### src/crvr_pkg.sv
package crvr_pkg;

  localparam int SAMPLE_BITS   = 24;
  localparam int FRAC_BITS     = 16;
  localparam int PHASE_BITS    = FRAC_BITS + 3;
  // intermediate cubic terms stay below 2^(SAMPLE_BITS+5) in magnitude
  localparam int COEF_BITS     = SAMPLE_BITS + 6;
  localparam int PROD_BITS     = COEF_BITS + FRAC_BITS + 1;
  localparam int MAX_RESULTS   = 16;
  localparam int CNT_BITS      = $clog2(MAX_RESULTS + 1);
  localparam int NUM_REGS      = 2;
  localparam int CFG_IDX_BITS  = $clog2(NUM_REGS);
  localparam int CFG_DATA_BITS = PHASE_BITS;
  localparam int DATA_BITS     = 2 * SAMPLE_BITS;
  localparam int TDATA_BITS    = ((DATA_BITS + 7) / 8) * 8;

  localparam logic [PHASE_BITS-1:0] PHASE_ONE =
    {{(PHASE_BITS-FRAC_BITS-1){1'b0}}, 1'b1, {FRAC_BITS{1'b0}}};
  localparam logic [PHASE_BITS-1:0] STEP_RESET = PHASE_ONE;

  typedef logic signed [SAMPLE_BITS-1:0] sample_t;
  typedef logic signed [COEF_BITS-1:0]   coef_t;

  typedef enum logic [CFG_IDX_BITS-1:0] {
    REG_STEP   = 1'b0,
    REG_STEREO = 1'b1
  } cfg_reg_e;

  typedef enum logic [1:0] {
    OP_CUBIC,
    OP_QUAD,
    OP_FINAL
  } mac_op_e;

  typedef enum logic [3:0] {
    ST_IDLE,
    ST_PREP,
    ST_L0,
    ST_L1,
    ST_L2,
    ST_R0,
    ST_R1,
    ST_R2,
    ST_EMIT
  } seq_state_e;

  typedef struct packed {
    logic    en;
    mac_op_e op;
    logic    right;
  } mac_ctrl_t;

  typedef struct packed {
    logic      ready;
    logic      prep;
    logic      hold_left;
    logic      emit;
    mac_ctrl_t mac;
  } seq_ctrl_t;

  typedef struct packed {
    logic in_fire;
    logic run_go;
    logic slot_free;
    logic run_last;
  } seq_status_t;

  localparam logic signed [COEF_BITS:0] SAT_HI =
    {{(COEF_BITS-SAMPLE_BITS+2){1'b0}}, {(SAMPLE_BITS-1){1'b1}}};
  localparam logic signed [COEF_BITS:0] SAT_LO = ~SAT_HI;

  function automatic sample_t sat_sample(input logic signed [COEF_BITS:0] v);
    sample_t r;
    if (v > SAT_HI) begin
      r = SAT_HI[SAMPLE_BITS-1:0];
    end else if (v < SAT_LO) begin
      r = SAT_LO[SAMPLE_BITS-1:0];
    end else begin
      r = v[SAMPLE_BITS-1:0];
    end
    return r;
  endfunction

endpackage

### src/crvr_mac.sv
module crvr_mac (
  input  logic                                 clk_i,
  input  crvr_pkg::mac_ctrl_t                  ctrl_i,
  input  logic [crvr_pkg::FRAC_BITS-1:0]       t_i,
  input  crvr_pkg::coef_t                      a0_i,
  input  crvr_pkg::coef_t                      a1_i,
  input  crvr_pkg::coef_t                      a2_i,
  input  crvr_pkg::sample_t                    d1_i,
  output crvr_pkg::coef_t                      acc_o
);
  import crvr_pkg::*;

  coef_t                       acc_q, acc_d;
  coef_t                       mul_a;
  coef_t                       addend;
  logic                        is_final;
  logic signed [PROD_BITS-1:0] prod;
  logic signed [PROD_BITS:0]   rnd;
  logic signed [PROD_BITS:0]   prod_rnd;
  coef_t                       shift_f;
  coef_t                       shift_f1;

  assign is_final = (ctrl_i.op == OP_FINAL);
  assign mul_a    = (ctrl_i.op == OP_CUBIC) ? a0_i : acc_q;
  assign prod     = PROD_BITS'(mul_a) * PROD_BITS'($signed({1'b0, t_i}));

  // half of 2^(F+1) for round half up on the last step
  assign rnd      = {{(PROD_BITS-FRAC_BITS){1'b0}}, is_final, {FRAC_BITS{1'b0}}};
  assign prod_rnd = $signed({prod[PROD_BITS-1], prod}) + rnd;

  // slices are floor shifts taken modulo 2^COEF_BITS
  assign shift_f  = $signed(prod_rnd[FRAC_BITS +: COEF_BITS]);
  assign shift_f1 = $signed(prod_rnd[FRAC_BITS+1 +: COEF_BITS]);

  always_comb begin
    unique case (ctrl_i.op)
      OP_CUBIC: addend = a1_i;
      OP_QUAD:  addend = a2_i;
      OP_FINAL: addend = COEF_BITS'(d1_i);
      default:  addend = '0;
    endcase
    acc_d = (is_final ? shift_f1 : shift_f) + addend;
  end

  always_ff @(posedge clk_i) begin
    if (ctrl_i.en) begin
      acc_q <= acc_d;
    end
  end

  assign acc_o = acc_q;

endmodule

### src/crvr_seq.sv
module crvr_seq (
  input  logic                  clk_i,
  input  logic                  rst_ni,
  input  crvr_pkg::seq_status_t status_i,
  output crvr_pkg::seq_ctrl_t   ctrl_o
);
  import crvr_pkg::*;

  seq_state_e state_q, state_d;

  always_comb begin
    state_d = state_q;
    unique case (state_q)
      ST_IDLE: if (status_i.in_fire) state_d = ST_PREP;
      ST_PREP: state_d = status_i.run_go ? ST_L0 : ST_IDLE;
      ST_L0:   state_d = ST_L1;
      ST_L1:   state_d = ST_L2;
      ST_L2:   state_d = ST_R0;
      ST_R0:   state_d = ST_R1;
      ST_R1:   state_d = ST_R2;
      ST_R2:   state_d = ST_EMIT;
      ST_EMIT: begin
        if (status_i.slot_free) begin
          state_d = status_i.run_last ? ST_IDLE : ST_L0;
        end
      end
      default: state_d = ST_IDLE;
    endcase
  end

  always_comb begin
    ctrl_o           = '0;
    ctrl_o.mac.op    = OP_CUBIC;
    unique case (state_q)
      ST_IDLE: ctrl_o.ready = 1'b1;
      ST_PREP: ctrl_o.prep  = 1'b1;
      ST_L0: begin
        ctrl_o.mac.en = 1'b1;
        ctrl_o.mac.op = OP_CUBIC;
      end
      ST_L1: begin
        ctrl_o.mac.en = 1'b1;
        ctrl_o.mac.op = OP_QUAD;
      end
      ST_L2: begin
        ctrl_o.mac.en = 1'b1;
        ctrl_o.mac.op = OP_FINAL;
      end
      ST_R0: begin
        // accumulator still holds the left result here
        ctrl_o.hold_left = 1'b1;
        ctrl_o.mac.en    = 1'b1;
        ctrl_o.mac.op    = OP_CUBIC;
        ctrl_o.mac.right = 1'b1;
      end
      ST_R1: begin
        ctrl_o.mac.en    = 1'b1;
        ctrl_o.mac.op    = OP_QUAD;
        ctrl_o.mac.right = 1'b1;
      end
      ST_R2: begin
        ctrl_o.mac.en    = 1'b1;
        ctrl_o.mac.op    = OP_FINAL;
        ctrl_o.mac.right = 1'b1;
      end
      ST_EMIT: ctrl_o.emit = status_i.slot_free;
      default: ctrl_o.ready = 1'b0;
    endcase
  end

  always_ff @(posedge clk_i or negedge rst_ni) begin
    if (!rst_ni) begin
      state_q <= ST_IDLE;
    end else begin
      state_q <= state_d;
    end
  end

endmodule

### src/catmull_rom_variable_rate_resampler.sv
// channel  | dir | handshake             | contents
// s_axis   | in  | tvalid/tready         | one stereo source sample
// m_axis   | out | tvalid/tready, tlast  | one interpolated sample, tlast on final of run
// cfg      | in  | cfg_we_i              | step and stereo_out registers
//
// an input passes through accept and coefficient setup, then each result takes
// six passes through the single multiply-add unit (three per channel) and one emit,
// and the emit waits while the output register is held by tready.
// s_axis_tready is high only while the sequencer is idle; a finished result waits
// in the output register while the next one is computed.
// reset clears windows, phase, registers to defaults and the output valid.
module catmull_rom_variable_rate_resampler (
  input  logic                                  clk_i,
  input  logic                                  rst_ni,
  input  logic                                  s_axis_tvalid,
  output logic                                  s_axis_tready,
  input  logic [crvr_pkg::TDATA_BITS-1:0]       s_axis_tdata,  // in_left, in_right
  output logic                                  m_axis_tvalid,
  input  logic                                  m_axis_tready,
  output logic [crvr_pkg::TDATA_BITS-1:0]       m_axis_tdata,  // out_left, out_right
  output logic                                  m_axis_tlast,
  input  logic                                  cfg_we_i,
  input  logic [crvr_pkg::CFG_IDX_BITS-1:0]     cfg_idx_i,
  input  logic [crvr_pkg::CFG_DATA_BITS-1:0]    cfg_data_i
);
  import crvr_pkg::*;

  typedef struct packed {
    coef_t a0;
    coef_t a1;
    coef_t a2;
  } coef_set_t;

  function automatic coef_set_t make_coefs(input sample_t d0, input sample_t d1,
                                           input sample_t d2, input sample_t d3);
    coef_set_t c;
    coef_t     e0, e1, e2, e3;
    e0   = COEF_BITS'(d0);
    e1   = COEF_BITS'(d1);
    e2   = COEF_BITS'(d2);
    e3   = COEF_BITS'(d3);
    c.a0 = e3 - e0 + ((e1 - e2) <<< 1) + (e1 - e2);
    c.a1 = (e0 <<< 1) - ((e1 <<< 2) + e1) + (e2 <<< 2) - e3;
    c.a2 = e2 - e0;
    return c;
  endfunction

  seq_ctrl_t   ctrl;
  seq_status_t status;

  sample_t                win_l_q [4];
  sample_t                win_r_q [4];
  coef_set_t              coef_l_q, coef_r_q;
  logic [PHASE_BITS-1:0]  phase_q;
  logic [PHASE_BITS-1:0]  step_q;
  logic                   stereo_q;
  logic [CNT_BITS-1:0]    cnt_q;
  coef_t                  yl_q;
  sample_t                out_l_q, out_r_q;
  logic                   out_last_q;
  logic                   out_valid_q;

  logic                   in_fire;
  logic                   out_fire;
  logic [PHASE_BITS:0]    phase_sum;
  logic [PHASE_BITS-1:0]  phase_next;
  logic [CNT_BITS-1:0]    cnt_inc;
  logic                   run_last;
  coef_t                  acc;
  coef_set_t              coef_sel;
  sample_t                d1_sel;
  logic signed [COEF_BITS:0] mono_sum;
  sample_t                left_val, right_val;

  assign in_fire  = s_axis_tvalid && s_axis_tready;
  assign out_fire = m_axis_tvalid && m_axis_tready;

  assign s_axis_tready = ctrl.ready;

  // next phase and whether this result closes the run
  assign phase_sum  = {1'b0, phase_q} + {1'b0, step_q};
  assign phase_next = phase_sum[PHASE_BITS] ? '1 : phase_sum[PHASE_BITS-1:0];
  assign cnt_inc    = cnt_q + CNT_BITS'(1);
  assign run_last   = !((phase_next < PHASE_ONE) && (cnt_inc < CNT_BITS'(MAX_RESULTS)));

  assign status.in_fire   = in_fire;
  assign status.run_go    = (phase_q < PHASE_ONE);
  assign status.slot_free = !out_valid_q || m_axis_tready;
  assign status.run_last  = run_last;

  crvr_seq u_seq (
    .clk_i    (clk_i),
    .rst_ni   (rst_ni),
    .status_i (status),
    .ctrl_o   (ctrl)
  );

  assign coef_sel = ctrl.mac.right ? coef_r_q : coef_l_q;
  assign d1_sel   = ctrl.mac.right ? win_r_q[1] : win_l_q[1];

  crvr_mac u_mac (
    .clk_i  (clk_i),
    .ctrl_i (ctrl.mac),
    .t_i    (phase_q[FRAC_BITS-1:0]),
    .a0_i   (coef_sel.a0),
    .a1_i   (coef_sel.a1),
    .a2_i   (coef_sel.a2),
    .d1_i   (d1_sel),
    .acc_o  (acc)
  );

  // in emit the accumulator holds the right result
  assign mono_sum = $signed({yl_q[COEF_BITS-1], yl_q}) + $signed({acc[COEF_BITS-1], acc});

  always_comb begin
    if (stereo_q) begin
      left_val  = sat_sample($signed({yl_q[COEF_BITS-1], yl_q}));
      right_val = sat_sample($signed({acc[COEF_BITS-1], acc}));
    end else begin
      left_val  = sat_sample($signed({mono_sum[COEF_BITS], mono_sum[COEF_BITS:1]}));
      right_val = '0;
    end
  end

  always_ff @(posedge clk_i or negedge rst_ni) begin
    if (!rst_ni) begin
      for (int i = 0; i < 4; i++) begin
        win_l_q[i] <= '0;
        win_r_q[i] <= '0;
      end
      phase_q     <= '0;
      step_q      <= STEP_RESET;
      stereo_q    <= 1'b1;
      cnt_q       <= '0;
      out_valid_q <= 1'b0;
    end else begin
      if (cfg_we_i) begin
        if (cfg_idx_i == REG_STEP) begin
          step_q <= cfg_data_i;
        end else if (cfg_idx_i == REG_STEREO) begin
          stereo_q <= cfg_data_i[0];
        end
      end
      if (in_fire) begin
        for (int i = 0; i < 3; i++) begin
          win_l_q[i] <= win_l_q[i+1];
          win_r_q[i] <= win_r_q[i+1];
        end
        win_l_q[3] <= s_axis_tdata[SAMPLE_BITS-1:0];
        win_r_q[3] <= s_axis_tdata[2*SAMPLE_BITS-1:SAMPLE_BITS];
        phase_q    <= (phase_q >= PHASE_ONE) ? phase_q - PHASE_ONE : '0;
        cnt_q      <= '0;
      end else if (ctrl.emit) begin
        phase_q <= phase_next;
        cnt_q   <= cnt_inc;
      end
      if (ctrl.emit) begin
        out_valid_q <= 1'b1;
      end else if (out_fire) begin
        out_valid_q <= 1'b0;
      end
    end
  end

  always_ff @(posedge clk_i) begin
    if (ctrl.prep) begin
      coef_l_q <= make_coefs(win_l_q[0], win_l_q[1], win_l_q[2], win_l_q[3]);
      coef_r_q <= make_coefs(win_r_q[0], win_r_q[1], win_r_q[2], win_r_q[3]);
    end
    if (ctrl.hold_left) begin
      yl_q <= acc;
    end
    if (ctrl.emit) begin
      out_l_q    <= left_val;
      out_r_q    <= right_val;
      out_last_q <= run_last;
    end
  end

  assign m_axis_tvalid = out_valid_q;
  assign m_axis_tdata  = TDATA_BITS'({out_r_q, out_l_q});
  assign m_axis_tlast  = out_last_q;

endmodule
### config.mk
export PLATFORM = sky130hd
export DESIGN_NAME = catmull_rom_variable_rate_resampler
export DESIGN_NICKNAME = d
export VERILOG_FILES = /design/src/crvr_pkg.sv /design/src/crvr_mac.sv /design/src/crvr_seq.sv /design/src/catmull_rom_variable_rate_resampler.sv
export SDC_FILE = /design/constraint.sdc
export NUM_CORES = 2
export LEC_CHECK = 0
export BUFFER_PORTS_ARGS = -buffer_cell sky130_fd_sc_hd__buf_2
export CORE_MARGIN = 1
export CORE_UTILIZATION = 59
export CTS_CLUSTER_DIAMETER = 100
export DETAILED_ROUTE_END_ITERATION = 7
export PLACE_DENSITY_LB_ADDON = 0.05
export SYNTH_ARGS = -nofsm -noshare
export SYNTH_HDL_FRONTEND = slang
export SYNTH_SLANG_ARGS = --single-unit
### constraint.sdc
create_clock -name clk_i -period 17.2 [get_ports clk_i]
set_clock_uncertainty 0.15 [all_clocks]
set_input_delay 3.44 -clock clk_i [delete_from_list [all_inputs] [get_ports clk_i]]
set_output_delay 3.44 -clock clk_i [all_outputs]
set_load 0.01 [all_outputs]
==> flow_summary.ini <==
[run_status]
status = finished clean

[drt]
drcViolationCount = 0
wl_met1_um = 61600
met3_length_um = 8340
drtAntennaViolNets = 0
drt_iter0_markers = 2963
via_per_inst = 5.61
wire_per_inst_um = 20.3
dr.pass1.iters = 6
via_count = 40234
highest_layer = met4
drt-total-wl_um = 146000
wl_met2_um = 68700

[clock_tree]
cts_buffers = 60
clkTransAtPathRegs_ns = 0.06
ctsHtreeMaxLevel = 2
root_buffer = clkbuf_16
clk_latency_ns = 0.67
holdBufCountCts = 0
tritoncts = done
cts_buffer_depth = 3
clock_sinks = 516
post_cts_resize_count = 0
cts_setup_buffers = 0

[global_route]
globalRouteOverflowTotal = 0
grtUsageTotal_pct = 31.6
grt_pass1_vias = 41388
grt_max_degree = 188
grt_pass1_wl_um = 231000
antenna_found_initial = 0

[timing]
postLayoutSetupSlackWorst_ns = 4.45
worst_pin_slew_ns = 1.41
fmax_mhz = 78.4
max_slew_margin_pct = 5.16
setup_tns_ns = 0
hold_viol = 0
slew_viol_final = 0
min_period_ns = 12.75
fin_crit_sh_pct = 74.2
rsz0062_at_grt = no
hold_ws_ns = 0.336
setup_viol = 0

[placement]
hpwl_um = 115000
placed_cells = 7057
detailedPlace.worstSlack_ns = 4.53
io_buffer_count = 123
place.gp.congestion = 0.969

[layout]
fin_cells = 7172
ff_latch_area_um2 = 14300
drive_gt1_share_pct = 6.02
fin_nets = 7092
multi_input_area_um2 = 36500
area_growth_pct = 7.40
fill_cells = 7843

[critical_path]
cp-start-kind = flip-flop
path_class = flip-flop to flip-flop
crit_required_ns = 17.46
cpMostUsedCell = fa_1
reg2reg_slack_ns = 4.45
timing.rr.end = u_mac.acc_o[29]$_DFFE_PP_
reg2regPathDepth = 45
cpPeakStageDelay_ns = 0.99
cp-end-kind = flip-flop
path_max_fanout = 50
critical_path.slowest_cell = o21ai_1
rr_startpoint = u_seq.state_q[3]$_DFFE_PN0P_
cp.arrival_ns = 13.02

[die]
die_y_um = 309
fp.dieW_um = 309
core_area_um2 = 93300
num_rows = 112
die_area_um2 = 95600
initial_core_util_pct = 59.6
io_pins = 124

[logic_synthesis]
yosysUniqueCellTypes = 90
async_flop_share_pct = 46.7
ys_seq_area_share_pct = 25.7
post_synth.cell_area_avg_um2 = 9.57
syn_inst = 5814
synth_warnings = 0
syn-num-nets = 7041
synth_top_cell_area_share_pct = 25.9
ys_seq_elements = 516
ys.flop_type = edfxtp_1
synth_area_leader_cell = fa_1
synth_edf_count = 275
synth_area_um2 = 55700
synth_area_leaders = fa_1, edfxtp_1, dfrtp_1

[worst_hold_path]
whs_endpoint = win_l_q[24]$_DFFE_PN0P_
hold_path.class = flip-flop to flip-flop
hold_depth = 2
hold_path.startpoint = win_l_q[0]$_DFFE_PN0P_

[flow_run]
maxCapViolations = 0
sequential cells by signal, indices dropped and copies added (netlist names), 4 cells and up:
signal / flops
cnt_q: 5
u_mac.acc_o: 30
out_r_q: 24
out_l_q: 24
phase_q: 19
win_l_q: 96
u_seq.state_q: 4
coef_r_q: 83
win_r_q: 96
yl_q: 30
coef_l_q: 83
step_q: 19
cell usage in the layout, fill, tap and decap left out, types with 56 or more instances in the layout:
master / n
clkbuf_16: 63
edfxtp_1: 275
ha_1: 435
dfrtp_1: 236
buf_2: 122
xor2_1: 90
xnor2_1: 192
fa_1: 719
mux2i_1: 60
nand2_1: 656
nor2_1: 226
and2_1: 285
nand3_1: 56
a21o_1: 94
a21oi_1: 205
inv_1: 1135
o21ai_0: 338
cells in the mapped netlist, types with 29 or more instances:
master,number
o211ai_1,29
nand2b_1,37
and2_1,286
nor2b_1,38
o21a_1,33
o21ai_0,362
dfrtp_1,239
a222oi_1,46
ha_1,435
nand3_1,56
clkbuf_1,169
a21oi_1,207
fa_1,719
inv_1,1136
and3_1,30
mux2i_1,60
edfxtp_1,275
nor3_1,52
o21bai_1,29
xnor2_1,192
nor2_1,229
xor2_1,90
a21o_1,94
nand2_1,657
critical path, delay by kind of cell, from the launching register on:
family	cells	cell delay [ns]
flip-flops	1	0.58
buffers and inverters	6	1.01
multiplexers	2	0.24
XOR/XNOR	1	0.39
AO/OA/AOI/OAI	14	3.68
AND/OR/NAND/NOR	14	2.75
adder cells (fa/ha/maj)	8	3.70
kinds of logic after synthesis:
family | synth area share, %
mux | 1.54
simple gates | 12.3
compound gates | 11.4
fa+ha+maj | 35.6
buf+inv | 8.96
xor+xnor | 4.48
flops | 25.7
how the worst max path moves through the flow:
stage,from,end,cells after the start,slack (ns)
after detailed placement,u_seq.state_q[3]$_DFFE_PN0P_,u_mac.acc_o[29]$_DFFE_PP_,45,4.53
after global placement,u_seq.state_q[3]$_DFFE_PN0P_,u_mac.acc_o[29]$_DFFE_PP_,45,4.86
after global routing,u_seq.state_q[3]$_DFFE_PN0P_,u_mac.acc_o[29]$_DFFE_PP_,45,3.63
final,u_seq.state_q[3]$_DFFE_PN0P_,u_mac.acc_o[29]$_DFFE_PP_,45,4.45
after CTS,u_seq.state_q[3]$_DFFE_PN0P_,u_mac.acc_o[29]$_DFFE_PP_,45,4.47
after floorplan,u_seq.state_q[2]$_DFFE_PN0P_,u_mac.acc_o[29]$_DFFE_PP_,45,6.53
stage by stage:
stage / util, % / area [um^2]
2_1_floorplan: - / 55700
3_3_place_gp: 61.8 / 57700
3_5_place_dp: 61.8 / 57700
4_1_cts: 64.0 / 59800
5_1_grt: 64.0 / 59800
6_report: 64.1 / 59800
layer usage:
| layer | track usage (%) | up-vias |
|---|---|---|
| met3 | 4.29 | 258 |
| met5 | 0 | - |
| met4 | 13.2 | 0 |
| li1 | - | 18835 |
| met2 | 52.2 | 1159 |
| met1 | 42.2 | 19982 |
cell type report:
class                           count  area share (%)
Clock buffer                       84            2.90
Inverter                         1136            7.13
Tap cell                         1254            2.62
Timing Repair Buffer              174            1.73
Sequential cell                   516            23.9
Antenna cell                        1         0.00419
Multi-Input combinational cell   3977            61.1
Clock inverter                     30           0.636
Power is not shown: default switching activity piles up to over one toggle a cycle in this logic, so the estimate is an artifact.
